==> config.mk <==
export PLATFORM = sky130hd
export DESIGN_NAME = sign_vote_confirm_release
export DESIGN_NICKNAME = d
export VERILOG_FILES = /design/src/hw/rtl/svcr_pkg.sv /design/src/hw/rtl/svcr_cfg_regs.sv /design/src/hw/rtl/svcr_front.sv /design/src/hw/rtl/svcr_queue.sv /design/src/hw/rtl/svcr_back.sv /design/src/hw/rtl/sign_vote_confirm_release.sv
export SDC_FILE = /design/constraint.sdc
export NUM_CORES = 1
export LEC_CHECK = 0
export BUFFER_PORTS_ARGS = -buffer_cell sky130_fd_sc_hd__buf_2
export CORE_MARGIN = 1
export CORE_UTILIZATION = 46
export CTS_BUF_LIST = sky130_fd_sc_hd__clkbuf_16
export DETAILED_ROUTE_END_ITERATION = 7
export GPL_ROUTABILITY_DRIVEN = 0
export PLACE_DENSITY = 0.65
export REMOVE_ABC_BUFFERS = 1
export SLEW_MARGIN = 10
export SYNTH_ARGS = -nofsm -noshare
export SYNTH_HDL_FRONTEND = slang
export SYNTH_SLANG_ARGS = --single-unit
==> constraint.sdc <==
create_clock -name i_clk -period 20.7 [get_ports i_clk]
set_clock_uncertainty 0.05 [all_clocks]
set_input_delay 1.035 -clock i_clk [delete_from_list [all_inputs] [get_ports i_clk]]
set_output_delay 1.035 -clock i_clk [all_outputs]
set_load 0.02 [all_outputs]
==> src/hw/rtl/svcr_pkg.sv <==
`timescale 1ns / 1ps
// ----------------------------------------------------------------------------
// Sign vote package
// Shared constants, register indexes and types of the sign vote block.
// ----------------------------------------------------------------------------
package svcr_pkg;

    localparam int unsigned NUM_CLASSES_DEF = 4;
    localparam int unsigned COUNT_WIDTH_DEF = 8;

    localparam int unsigned CODE_W    = 3;
    localparam int unsigned REACT_W   = 2;
    localparam int unsigned CFG_W     = 8;
    localparam int unsigned CFG_IDX_W = 2;

    localparam logic [CFG_W-1:0] COUNT_LIMIT_RST = 8'd30;
    localparam logic [CFG_W-1:0] CONFIRM_THR_RST = 8'd20;
    localparam logic [CFG_W-1:0] RELEASE_LVL_RST = 8'd5;

    localparam int unsigned Q_DEPTH = 2;
    localparam int unsigned Q_PTR_W = 1;
    localparam int unsigned Q_CNT_W = 2;

    typedef enum logic [CFG_IDX_W-1:0] {
        CFG_COUNT_LIMIT = 2'd0,
        CFG_CONFIRM_THR = 2'd1,
        CFG_RELEASE_LVL = 2'd2
    } t_cfg_idx;

    typedef struct packed {
        logic [CFG_W-1:0] count_limit;
        logic [CFG_W-1:0] confirm_threshold;
        logic [CFG_W-1:0] release_level;
    } t_cfg;

endpackage

==> src/hw/rtl/svcr_cfg_regs.sv <==
`timescale 1ns / 1ps
// ----------------------------------------------------------------------------
// Sign vote configuration registers
// Holds limit, confirm threshold and release level; unknown indexes are dropped.
// ----------------------------------------------------------------------------
module svcr_cfg_regs (
    input  logic                           i_clk,
    input  logic                           i_rst_n,
    input  logic                           i_cfg_valid,
    output logic                           o_cfg_ready,
    input  logic [svcr_pkg::CFG_IDX_W-1:0] i_cfg_index,
    input  logic [svcr_pkg::CFG_W-1:0]     i_cfg_data,
    output svcr_pkg::t_cfg                 o_cfg
);
    import svcr_pkg::*;

    t_cfg r_cfg;

    assign o_cfg_ready = 1'b1;
    assign o_cfg       = r_cfg;

    always_ff @(posedge i_clk) begin
        if (!i_rst_n) begin
            r_cfg.count_limit       <= COUNT_LIMIT_RST;
            r_cfg.confirm_threshold <= CONFIRM_THR_RST;
            r_cfg.release_level     <= RELEASE_LVL_RST;
        end else if (i_cfg_valid) begin
            unique case (i_cfg_index)
                CFG_COUNT_LIMIT: r_cfg.count_limit       <= i_cfg_data;
                CFG_CONFIRM_THR: r_cfg.confirm_threshold <= i_cfg_data;
                CFG_RELEASE_LVL: r_cfg.release_level     <= i_cfg_data;
                default: ;
            endcase
        end
    end

endmodule

==> src/hw/rtl/svcr_front.sv <==
`timescale 1ns / 1ps
// ----------------------------------------------------------------------------
// Sign vote front end
// Updates the vote counters and confirmed flags, and forms the release mask.
// ----------------------------------------------------------------------------
module svcr_front #(
    parameter int unsigned NUM_CLASSES = svcr_pkg::NUM_CLASSES_DEF,
    parameter int unsigned COUNT_WIDTH = svcr_pkg::COUNT_WIDTH_DEF
) (
    input  logic                        i_clk,
    input  logic                        i_rst_n,
    input  svcr_pkg::t_cfg              i_cfg,
    input  logic                        i_accept,
    input  logic [svcr_pkg::CODE_W-1:0] i_class_code,
    output logic                        o_mask_valid,
    output logic [NUM_CLASSES-1:0]      o_mask
);
    import svcr_pkg::*;

    localparam int unsigned CMP_W = ((COUNT_WIDTH > CFG_W) ? COUNT_WIDTH : CFG_W) + 1;
    localparam logic [CMP_W-1:0] COUNT_MAX = CMP_W'((1 << COUNT_WIDTH) - 1);

    logic [COUNT_WIDTH-1:0] r_count [NUM_CLASSES];
    logic [COUNT_WIDTH-1:0] n_count [NUM_CLASSES];
    logic [NUM_CLASSES-1:0] r_flag;
    logic [NUM_CLASSES-1:0] n_flag;

    logic [CMP_W-1:0]       limit;
    logic [CMP_W-1:0]       cur;
    logic [CMP_W-1:0]       inc;
    logic [COUNT_WIDTH-1:0] best;
    logic [NUM_CLASSES-1:0] is_lead;
    logic [NUM_CLASSES-1:0] flag_set;
    logic [NUM_CLASSES-1:0] mask;

    always_comb begin
        limit = (CMP_W'(i_cfg.count_limit) > COUNT_MAX) ? COUNT_MAX
                                                         : CMP_W'(i_cfg.count_limit);
        cur = '0;
        inc = '0;
        // rise the named class, capped at the limit; fall the rest, floored at zero
        for (int i = 0; i < NUM_CLASSES; i++) begin
            cur = CMP_W'(r_count[i]);
            inc = cur + CMP_W'(1);
            if (CMP_W'(i_class_code) == CMP_W'(i)) begin
                n_count[i] = (inc < limit) ? inc[COUNT_WIDTH-1:0] : limit[COUNT_WIDTH-1:0];
            end else begin
                n_count[i] = (r_count[i] != '0) ? r_count[i] - COUNT_WIDTH'(1) : '0;
            end
        end

        // leader: beats every lower index strictly, no higher index beats it
        for (int i = 0; i < NUM_CLASSES; i++) begin
            is_lead[i] = 1'b1;
            for (int j = 0; j < NUM_CLASSES; j++) begin
                if (j < i && !(n_count[i] > n_count[j])) begin
                    is_lead[i] = 1'b0;
                end
                if (j > i && n_count[j] > n_count[i]) begin
                    is_lead[i] = 1'b0;
                end
            end
        end

        best = '0;
        for (int i = 0; i < NUM_CLASSES; i++) begin
            if (is_lead[i]) begin
                best = best | n_count[i];
            end
        end

        flag_set = r_flag;
        if (CMP_W'(best) >= CMP_W'(i_cfg.confirm_threshold)) begin
            flag_set = r_flag | is_lead;
        end

        for (int i = 0; i < NUM_CLASSES; i++) begin
            mask[i] = flag_set[i]
                && (CMP_W'(n_count[i]) <= CMP_W'(i_cfg.release_level));
        end
        n_flag = flag_set & ~mask;
    end

    assign o_mask       = mask;
    assign o_mask_valid = (mask != '0);

    always_ff @(posedge i_clk) begin
        if (!i_rst_n) begin
            r_flag <= '0;
            for (int i = 0; i < NUM_CLASSES; i++) begin
                r_count[i] <= '0;
            end
        end else if (i_accept) begin
            r_flag <= n_flag;
            for (int i = 0; i < NUM_CLASSES; i++) begin
                r_count[i] <= n_count[i];
            end
        end
    end

endmodule

==> src/hw/rtl/svcr_queue.sv <==
`timescale 1ns / 1ps
// ----------------------------------------------------------------------------
// Sign vote release queue
// Short register queue of release masks between front and back end.
// ----------------------------------------------------------------------------
module svcr_queue #(
    parameter int unsigned WIDTH = svcr_pkg::NUM_CLASSES_DEF
) (
    input  logic             i_clk,
    input  logic             i_rst_n,
    input  logic             i_push,
    input  logic [WIDTH-1:0] i_data,
    output logic             o_full,
    input  logic             i_pop,
    output logic             o_empty,
    output logic [WIDTH-1:0] o_data
);
    import svcr_pkg::*;

    logic [WIDTH-1:0]   r_mem [Q_DEPTH];
    logic [Q_PTR_W-1:0] r_wr_ptr;
    logic [Q_PTR_W-1:0] r_rd_ptr;
    logic [Q_CNT_W-1:0] r_count;
    logic               do_push;
    logic               do_pop;

    assign o_full  = (r_count == Q_CNT_W'(Q_DEPTH));
    assign o_empty = (r_count == '0);
    assign o_data  = r_mem[r_rd_ptr];
    assign do_push = i_push && !o_full;
    assign do_pop  = i_pop && !o_empty;

    always_ff @(posedge i_clk) begin
        if (do_push) begin
            r_mem[r_wr_ptr] <= i_data;
        end
    end

    always_ff @(posedge i_clk) begin
        if (!i_rst_n) begin
            r_wr_ptr <= '0;
            r_rd_ptr <= '0;
            r_count  <= '0;
        end else begin
            if (do_push) begin
                r_wr_ptr <= r_wr_ptr + Q_PTR_W'(1);
            end
            if (do_pop) begin
                r_rd_ptr <= r_rd_ptr + Q_PTR_W'(1);
            end
            unique case ({do_push, do_pop})
                2'b10:   r_count <= r_count + Q_CNT_W'(1);
                2'b01:   r_count <= r_count - Q_CNT_W'(1);
                default: r_count <= r_count;
            endcase
        end
    end

endmodule

==> src/hw/rtl/svcr_back.sv <==
`timescale 1ns / 1ps
// ----------------------------------------------------------------------------
// Sign vote back end
// Walks a release mask lowest class first, one reaction per request.
// ----------------------------------------------------------------------------
module svcr_back #(
    parameter int unsigned NUM_CLASSES = svcr_pkg::NUM_CLASSES_DEF
) (
    input  logic                         i_clk,
    input  logic                         i_rst_n,
    input  logic                         i_q_empty,
    input  logic [NUM_CLASSES-1:0]       i_q_data,
    output logic                         o_q_pop,
    input  logic                         i_pop,
    output logic                         o_empty,
    output logic [svcr_pkg::REACT_W-1:0] o_react_class,
    output logic                         o_last_of_run
);
    import svcr_pkg::*;

    logic [NUM_CLASSES-1:0] r_mask;
    logic [NUM_CLASSES-1:0] n_mask;
    logic [NUM_CLASSES-1:0] low;
    logic [NUM_CLASSES-1:0] rest;
    logic [REACT_W-1:0]     react;
    logic                   take;
    logic                   load;
    logic                   q_pop;

    always_comb begin
        low  = r_mask & (~r_mask + NUM_CLASSES'(1));
        rest = r_mask & ~low;
        react = '0;
        for (int i = 0; i < NUM_CLASSES; i++) begin
            if (low[i]) begin
                react = react | REACT_W'(i);
            end
        end
        take  = i_pop && (r_mask != '0);
        load  = (r_mask == '0) || (take && (rest == '0));
        q_pop = load && !i_q_empty;
        n_mask = take ? rest : r_mask;
        if (q_pop) begin
            n_mask = i_q_data;
        end
    end

    assign o_q_pop       = q_pop;
    assign o_empty       = (r_mask == '0);
    assign o_react_class = react;
    assign o_last_of_run = (rest == '0);

    always_ff @(posedge i_clk) begin
        if (!i_rst_n) begin
            r_mask <= '0;
        end else begin
            r_mask <= n_mask;
        end
    end

endmodule

==> src/hw/rtl/sign_vote_confirm_release.sv <==
`timescale 1ns / 1ps
// ----------------------------------------------------------------------------
// Sign vote, confirm and release
// Votes detected sign classes, confirms a steady leader and reports each
// confirmed class once its votes have faded.
// ----------------------------------------------------------------------------
// A detection is taken whenever full is low: the front end
// updates every class counter, confirms the leader and forms the set of
// classes to release, all in the cycle of the push. Items releasing nothing
// leave no trace downstream. Release sets go through a two-entry queue to the
// back end, which shows one reaction at a time on the result ports, lowest
// class first, with last_of_run marking the final one of a set. The input
// side therefore runs at one item per cycle while full is low, and an item
// that releases k classes gives k reactions on the result side; full rises
// only when the queue and the back end's current set are all waiting on pop.
// Configuration writes are always ready and take effect on the next item.
// ----------------------------------------------------------------------------
module sign_vote_confirm_release #(
    parameter int unsigned NUM_CLASSES = svcr_pkg::NUM_CLASSES_DEF,
    parameter int unsigned COUNT_WIDTH = svcr_pkg::COUNT_WIDTH_DEF
) (
    input  logic                           i_clk,
    input  logic                           i_rst_n,
    // detection channel
    input  logic                           push,
    output logic                           full,
    input  logic [svcr_pkg::CODE_W-1:0]    i_class_code,
    // reaction channel
    output logic                           empty,
    input  logic                           pop,
    output logic [svcr_pkg::REACT_W-1:0]   o_react_class,
    output logic                           o_last_of_run,
    // configuration write channel
    input  logic                           i_cfg_valid,
    output logic                           o_cfg_ready,
    input  logic [svcr_pkg::CFG_IDX_W-1:0] i_cfg_index,
    input  logic [svcr_pkg::CFG_W-1:0]     i_cfg_data
);
    import svcr_pkg::*;

    t_cfg                   cfg;
    logic                   accept;
    logic                   mask_valid;
    logic [NUM_CLASSES-1:0] mask;
    logic                   q_full;
    logic [NUM_CLASSES-1:0] q_data;
    logic                   q_empty;
    logic                   q_pop;

    // take a detection only while the queue has room for its release set
    assign full   = q_full;
    assign accept = push && !q_full;

    svcr_cfg_regs u_cfg (
        .i_clk       (i_clk),
        .i_rst_n     (i_rst_n),
        .i_cfg_valid (i_cfg_valid),
        .o_cfg_ready (o_cfg_ready),
        .i_cfg_index (i_cfg_index),
        .i_cfg_data  (i_cfg_data),
        .o_cfg       (cfg)
    );

    // front end: vote, confirm and pick the classes to release
    svcr_front #(
        .NUM_CLASSES (NUM_CLASSES),
        .COUNT_WIDTH (COUNT_WIDTH)
    ) u_front (
        .i_clk        (i_clk),
        .i_rst_n      (i_rst_n),
        .i_cfg        (cfg),
        .i_accept     (accept),
        .i_class_code (i_class_code),
        .o_mask_valid (mask_valid),
        .o_mask       (mask)
    );

    // queue only sets that hold at least one release
    svcr_queue #(
        .WIDTH (NUM_CLASSES)
    ) u_queue (
        .i_clk   (i_clk),
        .i_rst_n (i_rst_n),
        .i_push  (accept && mask_valid),
        .i_data  (mask),
        .o_full  (q_full),
        .i_pop   (q_pop),
        .o_empty (q_empty),
        .o_data  (q_data)
    );

    // back end: serialise each set onto the reaction channel
    svcr_back #(
        .NUM_CLASSES (NUM_CLASSES)
    ) u_back (
        .i_clk         (i_clk),
        .i_rst_n       (i_rst_n),
        .i_q_empty     (q_empty),
        .i_q_data      (q_data),
        .o_q_pop       (q_pop),
        .i_pop         (pop),
        .o_empty       (empty),
        .o_react_class (o_react_class),
        .o_last_of_run (o_last_of_run)
    );

endmodule

# After elaboration in Yosys (flattened, before gate mapping)
# Memory sizes are Yosys's and may differ from the RTL's. A register that Yosys moved wholly into a read port is not among the register bits.
# Cells that the tools add are included.
# totals
out_inout_bits,6
memories,2
ram_bits,40
ff_bits,36
# op_classes
muxes,47
add_sub_neg,13
eq_ne,8
n_reduce_logical,30
n_lt_le_gt_ge,15
n_bitwise,14
# memory_table
name,words,width,rd,rd_ports_with_merged_regs,wr,line_no,text
u_front.r_count,4,8,4,0,4,svcr_front.sv:23,logic [COUNT_WIDTH-1:0] r_count [NUM_CLASSES];
u_queue.r_mem,2,4,1,1,1,svcr_queue.sv:20,logic [WIDTH-1:0] r_mem [Q_DEPTH];
# ops
op,n
8-bit 2-to-1 mux,20
8-bit > comparator,6
8-bit by 1-bit adder with 9-bit output (second input constant),4
9-bit by 8-bit less-than comparator with 1-bit output,4
8-bit <= comparator,4
8-bit nonzero test,4
8-bit by 1-bit subtractor with 8-bit output (second input constant),4
8-bit bitwise OR,3
1-bit 2-to-1 mux,21
4-bit bitwise AND,3
4-bit 2-to-1 mux,3
4-bit inverter,3
1-bit logical AND,11
8-bit >= comparator,1
4-bit logical NOT,2
4-bit nonzero test,2
2-bit == test (second input constant),3
3-bit by 2-bit == test with 1-bit output (second input constant),2
2-bit AND reduction,3
4-bit by 1-bit adder with 4-bit output (second input constant),1
2-bit by 1-bit == test with 1-bit output (second input constant),2
2-bit logical NOT,2
2-bit 2-to-1 mux,2
1-bit bitwise OR,4
other kinds (10),13

# Longest topological paths before layout
# Gate-level depths: netlist (run 1).
# An unclocked memory read counts as a cell.
# depth
ltp_word,24
ltp_mapped,40
ltp_nobuf,38

# Hierarchy
# Synthesis (run 1) repeated with hierarchy kept, for this count alone.
# hier_totals
hier_cells,910
area_unflattened_um2,7868.8
# by_module_without_submodules
mod,instances,area_per_inst_um2,cells_each,seq_area_each_um2
svcr_front,1,6120.9,741,1041.0
svcr_cfg_regs,1,964.7,96,480.5
svcr_queue,1,513.0,39,340.3
svcr_back,1,255.2,32,80.1
sign_vote_confirm_release,1,15.0,2,0.0

# Worst setup path after synthesis (run 1)
# OpenSTA, ideal clock, no wires.
# synth_timing
path_kind,register -> register
startpoint,memory u_front.r_count[2][2] (netlist bit)
endpoint,register u_queue.r_count[1]
slack_ns,13.009
arrival_time_ns,7.565
path_stages_with_launch,34
setup_time_ns,0.076
period_less_slack_ns,7.691
required_time_ns,20.574
cell_sequence,edfxtp_1 -> and2_1 -> nand4_1 -> or3_1 -> xnor2_1 -> ha_1 -> and3_1 -> a221oi_1 -> o221a_2 -> clkbuf_1 -> o21ai_0 -> o21ai_0 -> inv_1 -> ha_1 -> nand4_1 -> o22ai_1 -> or3b_1 -> mux2_2 -> o21a_1 -> nor3_2 -> a211oi_1 -> ha_1 -> nand2b_1 -> a21oi_1 -> nor2b_1 -> o21ai_0 -> a21oi_1 -> o21ai_0 -> or4b_2 -> o22ai_1 -> o41ai_2 -> ha_1 -> or3_1 -> a21boi_0
# synth_rtl
item,line_no,text
"start, declared",svcr_front.sv:23,
"end signal, assigned",svcr_queue.sv:52,2'b10: r_count <= r_count + Q_CNT_W'(1);
"end signal, assigned",svcr_queue.sv:53,2'b01: r_count <= r_count - Q_CNT_W'(1);
"end signal, assigned",svcr_queue.sv:54,default: r_count <= r_count;
"end, declared",svcr_queue.sv:23,logic [Q_CNT_W-1:0] r_count;

==> results.toml, run 1 <==
[global_route]
grt.overflow.total = 0
first_global_vias = 6515
grt_pass1_wl_mm = 35.0
grt_max_degree = 37
gr-usage-all-layers = 0.273
antenna_found_initial = 0

[critical_path]
critical_path.max_stage_delay_ps = 560
path_common_cell = "ha_1"
crit_arrival_ps = 9280
crit_fanout = 12
end_kind = "flop"
critical_path_class = "reg -> reg"
timing.rr.start = "u_front.r_count[0][0]$_SDFFCE_PN0P_"
ff2ff_path_depth = 34
r2r-end = "u_queue.r_count[1]$_SDFFE_PN0P_"
crit_path_start_kind = "flop"
required_ps = 20930
slowest_stage = "mux2i_1"
regToRegSetupSlack_ps = 11640

[sta]
slew_headroom = 0.338
finalHoldViolCount = 0
whs_ps = 412
fin_crit_sh = 0.438
rsz0062_at_grt = "false"
worst_pin_slew_ps = 989
drv_slew = 0
worst_slack_ps = 11640
fin_crit_ps = 9060
setup_viol = 0
final.setup.tns_ps = 0
max_freq_mhz = 110

[logic_synthesis]
avgSynthCellArea_um2 = 8.34
synth_top_family_by_area = "compound AO/OA/AOI/OAI gates"
muxShareOfSynthArea = 0.0347
yosys.area_share.simple = 0.201
synth-warning-count = 0
synth-async-reset-ratio = 0
synthAdderAreaFrac = 0.203
synth-seq-cells = 77
synth_cell_types = 73
synth-compound-area-share = 0.206
synth_xor_area_frac = 0.0458
netlist_area_um2 = 7640
ys_seq_area_frac = 0.254
synth-edff-count = 40
yosys_most_used_dff = "edfxtp_1"
synthCells = 917

[detailed_routing]
route.met2.wl_mm = 9.26
highest_layer = "met4"
wl_met3_mm = 1.67
wl_met1_mm = 10.3
wl_per_cell_um = 19.1
vias = 6856
drcViolationCount = 0
firstDrtPassIters = 5
drtAntennaViolNets = 0
vias_per_cell = 5.99
drt_wl_total_mm = 21.8
detail_route.iter0.violations = 548

[outcome]
status = "completed"

[cells_and_area]
layout_commonest_cell = "ha_1"
antenna_cells = 0
multi_input_area_um2 = 5280
fillers = 1564
regArea_um2 = 1940
area.growth.synth_to_final_pct = 7.97
layout_common_cells = "123 x ha_1, 105 x nor2_1, 77 x inv_1"
nets = 1065
drive_gt1_frac = 0.0743

[worst_hold_path]
min_from = "u_front.r_flag[2]$_SDFFE_PN0P_"
hold_depth = 2
hold_path_end = "u_front.r_flag[2]$_SDFFE_PN0P_"
hp-class = "reg -> reg"

[flow_run]
cap_violations = 0

[pwr]
pwr-share-seq = 0.203
ir_worst_vdd_mv = 0.0876
leakage_nw = 3.76
swShare = 0.475
p_clk_frac = 0.153
combPwrFrac = 0.644
pwr_density_cell_nw_per_um2 = 134
switching_power_uw = 526
intPower_uw = 581

[placement]
hpwl_mm = 17.0
pre_cts_slack_ps = 11910
io_buffer_count = 22

[clock_tree]
numCtsBuffers = 9
cts_tree = "yes"
clockBufferDepth = 2
clock_latency_ps = 350
cts_max_level = 3
cts.repair.resized = 0
postCtsSetupRepairBufs = 0
hold_buffers = 0
clk_pin_slew_ps = 60
root_buffer = "clkbuf_16"
clock_sinks = 77

[floorplanning]
die_h_um = 131
die_w_um = 131
dieArea_um2 = 17100
row_count = 46
initial_core_util = 0.476
core_um2 = 16100
io_pins = 24
-- stage by stage --
| stage | area (µm²) | power (mW) | std cells | util |
|---|---|---|---|---|
| 2_1_floorplan | 7510 | 0.735 | 886 | - |
| 3_3_place_gp | 7940 | 0.912 | 1129 | 0.494 |
| 3_5_place_dp | 7940 | 0.921 | 1129 | 0.494 |
| 4_1_cts | 8250 | 1.09 | 1145 | 0.514 |
| 5_1_grt | 8250 | 1.20 | 1145 | 0.514 |
| 6_report | 8250 | 1.11 | 1145 | 0.514 |
-- metal layers --
metal  up-vias  track usage
met5         -            0
li1       3337            -
met4         0        0.109
met3        52       0.0692
met1      3196        0.364
met2       271        0.421
-- sequential cells by signal (all words and copies together) (netlist names), named ones only --
register	count
u_back.r_mask	4
u_cfg.o_cfg	24
u_front.r_count	32
u_front.r_flag	4
u_queue.r_count	2
u_queue.r_mem	8
u_queue.r_rd_ptr	1
u_queue.r_wr_ptr	1
-- synthesized netlist by cell type, types with 25 or more instances --
| library cell | n | area, µm² |
|---|---|---|
| ha_1 | 123 | 1540 |
| nor2_1 | 105 | 394 |
| inv_1 | 77 | 289 |
| a21oi_1 | 55 | 275 |
| nand2_1 | 53 | 199 |
| edfxtp_1 | 40 | 1200 |
| dfxtp_1 | 37 | 741 |
| o21ai_0 | 36 | 180 |
| nor2b_1 | 34 | 213 |
| nand3_1 | 31 | 155 |
| xnor2_1 | 27 | 236 |
| a21o_1 | 25 | 188 |
-- layout make-up --
| type | instances | area share |
|---|---|---|
| Timing Repair Buffer | 27 | 0.0179 |
| Clock inverter | 7 | 0.0109 |
| Inverter | 79 | 0.0361 |
| Sequential cell | 77 | 0.235 |
| Multi-Input combinational cell | 730 | 0.640 |
| Clock buffer | 9 | 0.0273 |
| Tap cell | 216 | 0.0327 |
-- cells by family after synthesis --
| kind of cell | Yosys count |
|---|---|
| muxes | 26 |
| adders and majority gates | 124 |
| buffers and inverters | 110 |
| AOI/OAI and AO/OA | 228 |
| and+or+nand+nor | 311 |
| DFF | 77 |
| other | 1 |
| xor gates and xnor gates | 40 |
-- worst max-delay path: cells and delay by family, from the launching register on --
kind	cells	cell delay [ps]
simple gates	12	3010
compound gates	13	2590
fa+ha+maj	5	1510
mux	2	840
flops	1	470
buf+inv	1	260
xor+xnor	1	230
-- worst max path at each step --
| stage | startpoint | endpoint |
|---|---|---|
| floorplan | u_front.r_count[0][0]$_SDFFCE_PN0P_ | u_queue.r_count[1]$_SDFFE_PN0P_ |
| global placement | u_front.r_count[0][0]$_SDFFCE_PN0P_ | u_queue.r_count[1]$_SDFFE_PN0P_ |
| detailed placement | u_front.r_count[0][0]$_SDFFCE_PN0P_ | u_queue.r_count[1]$_SDFFE_PN0P_ |
| CTS | u_front.r_count[0][0]$_SDFFCE_PN0P_ | u_queue.r_count[1]$_SDFFE_PN0P_ |
| global route | u_front.r_count[0][0]$_SDFFCE_PN0P_ | u_queue.r_count[1]$_SDFFE_PN0P_ |
| finish | u_front.r_count[0][0]$_SDFFCE_PN0P_ | u_queue.r_count[1]$_SDFFE_PN0P_ |
-- power groups by stage --
stage	combinational, mW	clock, mW	sequential (mW)
after floorplan	0.516	0	0.219
after global placement	0.685	0	0.227
after detailed placement	0.693	0	0.227
after CTS	0.698	0.173	0.224
after global routing	0.790	0.178	0.229
final	0.712	0.169	0.225
(Power assumes the default switching activity.)
==> run 2, diff against run 1 <==
Clock period 20.7 ns to 8.7 ns, I/O delays scaled along.
==> results.toml, run 2 (same netlist as run 1, synthesis figures left out) <==
[outcome]
status = "completed"

[pwr]
p_clk_frac = 0.152
pwr_density_cell_nw_per_um2 = 323
combPwrFrac = 0.655
pwr-share-seq = 0.193
leakage_nw = 3.93
swShare = 0.461
switching_power_mw = 1.28
intPower_mw = 1.49
ir_worst_vdd_mv = 0.243

[detailed_routing]
wl_per_cell_um = 18.7
drt_wl_total_mm = 22.0
drcViolationCount = 0
vias = 6901
drtAntennaViolNets = 0
detail_route.iter0.violations = 470
vias_per_cell = 5.87
firstDrtPassIters = 5

[global_route]
grt_pass1_wl_mm = 34.8
grt_util_met1 = 0.373
first_global_vias = 6468
use_met3 = 0.0586
gr-usage-met2 = 0.418
antenna_found_initial = 0
busiest_layer = "met2"
grt_max_degree = 37
grt.overflow.total = 0
gr-usage-all-layers = 0.272

[cells_and_area]
antenna_cells = 0
layout_commonest_cell = "ha_1"
final_area_um2 = 8560
top_register = "u_front.r_count"
nets = 1096
area.growth.synth_to_final_pct = 11.9
fillers = 1489
drive_gt1_frac = 0.115
layout_common_cells = "123 x ha_1, 105 x nor2_1, 78 x inv_1"
stdcell_count = 1176
largest_reg_flops = 32

[clock_tree]
cts_tree = "yes"
numCtsBuffers = 9
hold_buffers = 0
clk_pin_slew_ps = 60
clock_latency_ps = 350
clock_sinks = 77
root_buffer = "clkbuf_16"
clockBufferDepth = 2
cts_max_level = 3

[floorplanning]
initial_core_util = 0.476
core_um2 = 16100
die_h_um = 131
row_count = 46
die_w_um = 131
io_pins = 24
dieArea_um2 = 17100

[flow_run]
cap_violations = 0

[placement]
io_buffer_count = 22
dpl-instance-area_um2 = 8080
place_inst = 1148
hpwl_mm = 17.2

[critical_path]
critical_path_class = "reg -> reg"
path_common_cell = "ha_1"
required_ps = 8930
crit_path_start_kind = "flop"
critical_path.max_stage_delay_ps = 690
crit_arrival_ps = 8540
crit_fanout = 11
slowest_stage = "or4b_2"
crit_buf_inv = 3
crit_family = "simple AND/OR/NAND/NOR gates"
end_kind = "flop"

[sta]
slew_headroom = 0.232
fin_crit_ps = 8310
setup_viol = 0
finalHoldViolCount = 0
worst_pin_slew_ps = 1150
drv_slew = 0
max_freq_mhz = 120
fin_crit_sh = 0.955

[worst_hold_path]
hp-class = "in -> reg"
-- run 2: cell count changes in the layout (fill, tap and decap cells not counted), moves of 2 or more --
cell / change
buf_4: +31
o22ai_1: -5
o22ai_2: +5
mux2i_1: -2
mux2i_2: +2
-- run 2: worst min-delay path, delay by kind of cell --
kind | cells | cell delay [ps]
buffers and inverters | 1 | 100
muxes | 1 | 60
and+or+nand+nor | 1 | 60
-- run 2: final timing paths --
check                                           start                         endpoint  slack [ps]  cells past startpoint
hold / removal                          i_cfg_data[0]      u_cfg.o_cfg[0]$_SDFFE_PN1P_         290                      3
setup / recovery  u_front.r_count[0][1]$_SDFFCE_PN0P_  u_queue.r_count[1]$_SDFFE_PN0P_         390                     35
setup reg to reg  u_front.r_count[0][1]$_SDFFCE_PN0P_  u_queue.r_count[1]$_SDFFE_PN0P_         390                     35
hold reg to reg        u_front.r_flag[3]$_SDFFE_PN0P_   u_front.r_flag[3]$_SDFFE_PN0P_         420                      2
-- run 2: final cells by class --
| type | instances | area (µm²) | share of cell area |
|---|---|---|---|
| flip-flops and latches | 77 | 1940 | 0.227 |
| inverters | 79 | 298 | 0.0348 |
| clock inverters | 6 | 86.3 | 0.0101 |
| repair buffers | 58 | 380 | 0.0445 |
| clock buffers | 10 | 250 | 0.0292 |
| multi-input cells | 730 | 5330 | 0.623 |
| well taps | 216 | 270 | 0.0316 |
-- run 2: per-stage QoR --
step	hold slack (ps)	total power, mW	setup WS [ps]	utilization	TNS (ps)
2_1_floorplan	379	1.75	1080	-	0
3_3_place_gp	410	2.24	236	0.503	0
3_5_place_dp	404	2.24	242	0.503	0
4_1_cts	292	2.68	212	0.524	0
5_1_grt	314	3.00	-89.2	0.533	-89.2
6_report	291	2.76	389	0.533	0
-- run 2: routing by layer --
layer,up-vias,share of wire
met2,265,0.43
li1,3403,-
met3,48,0.080
met5,-,0
met4,0,0.028
met1,3185,0.46
-- run 2: repair_timing --
item,4_1_cts,5_1_grt
setup buffers,0,12
resized for setup,0,11
endpoints found under the setup margin,0,11
-- run 2: power groups by stage --
stage / Combinational (mW) / Sequential [mW] / Clock [mW]
finish: 1.81 / 0.533 / 0.420
global route: 2.03 / 0.541 / 0.436
detailed placement: 1.70 / 0.540 / 0
floorplan: 1.23 / 0.521 / 0
CTS: 1.72 / 0.532 / 0.426
global placement: 1.70 / 0.540 / 0
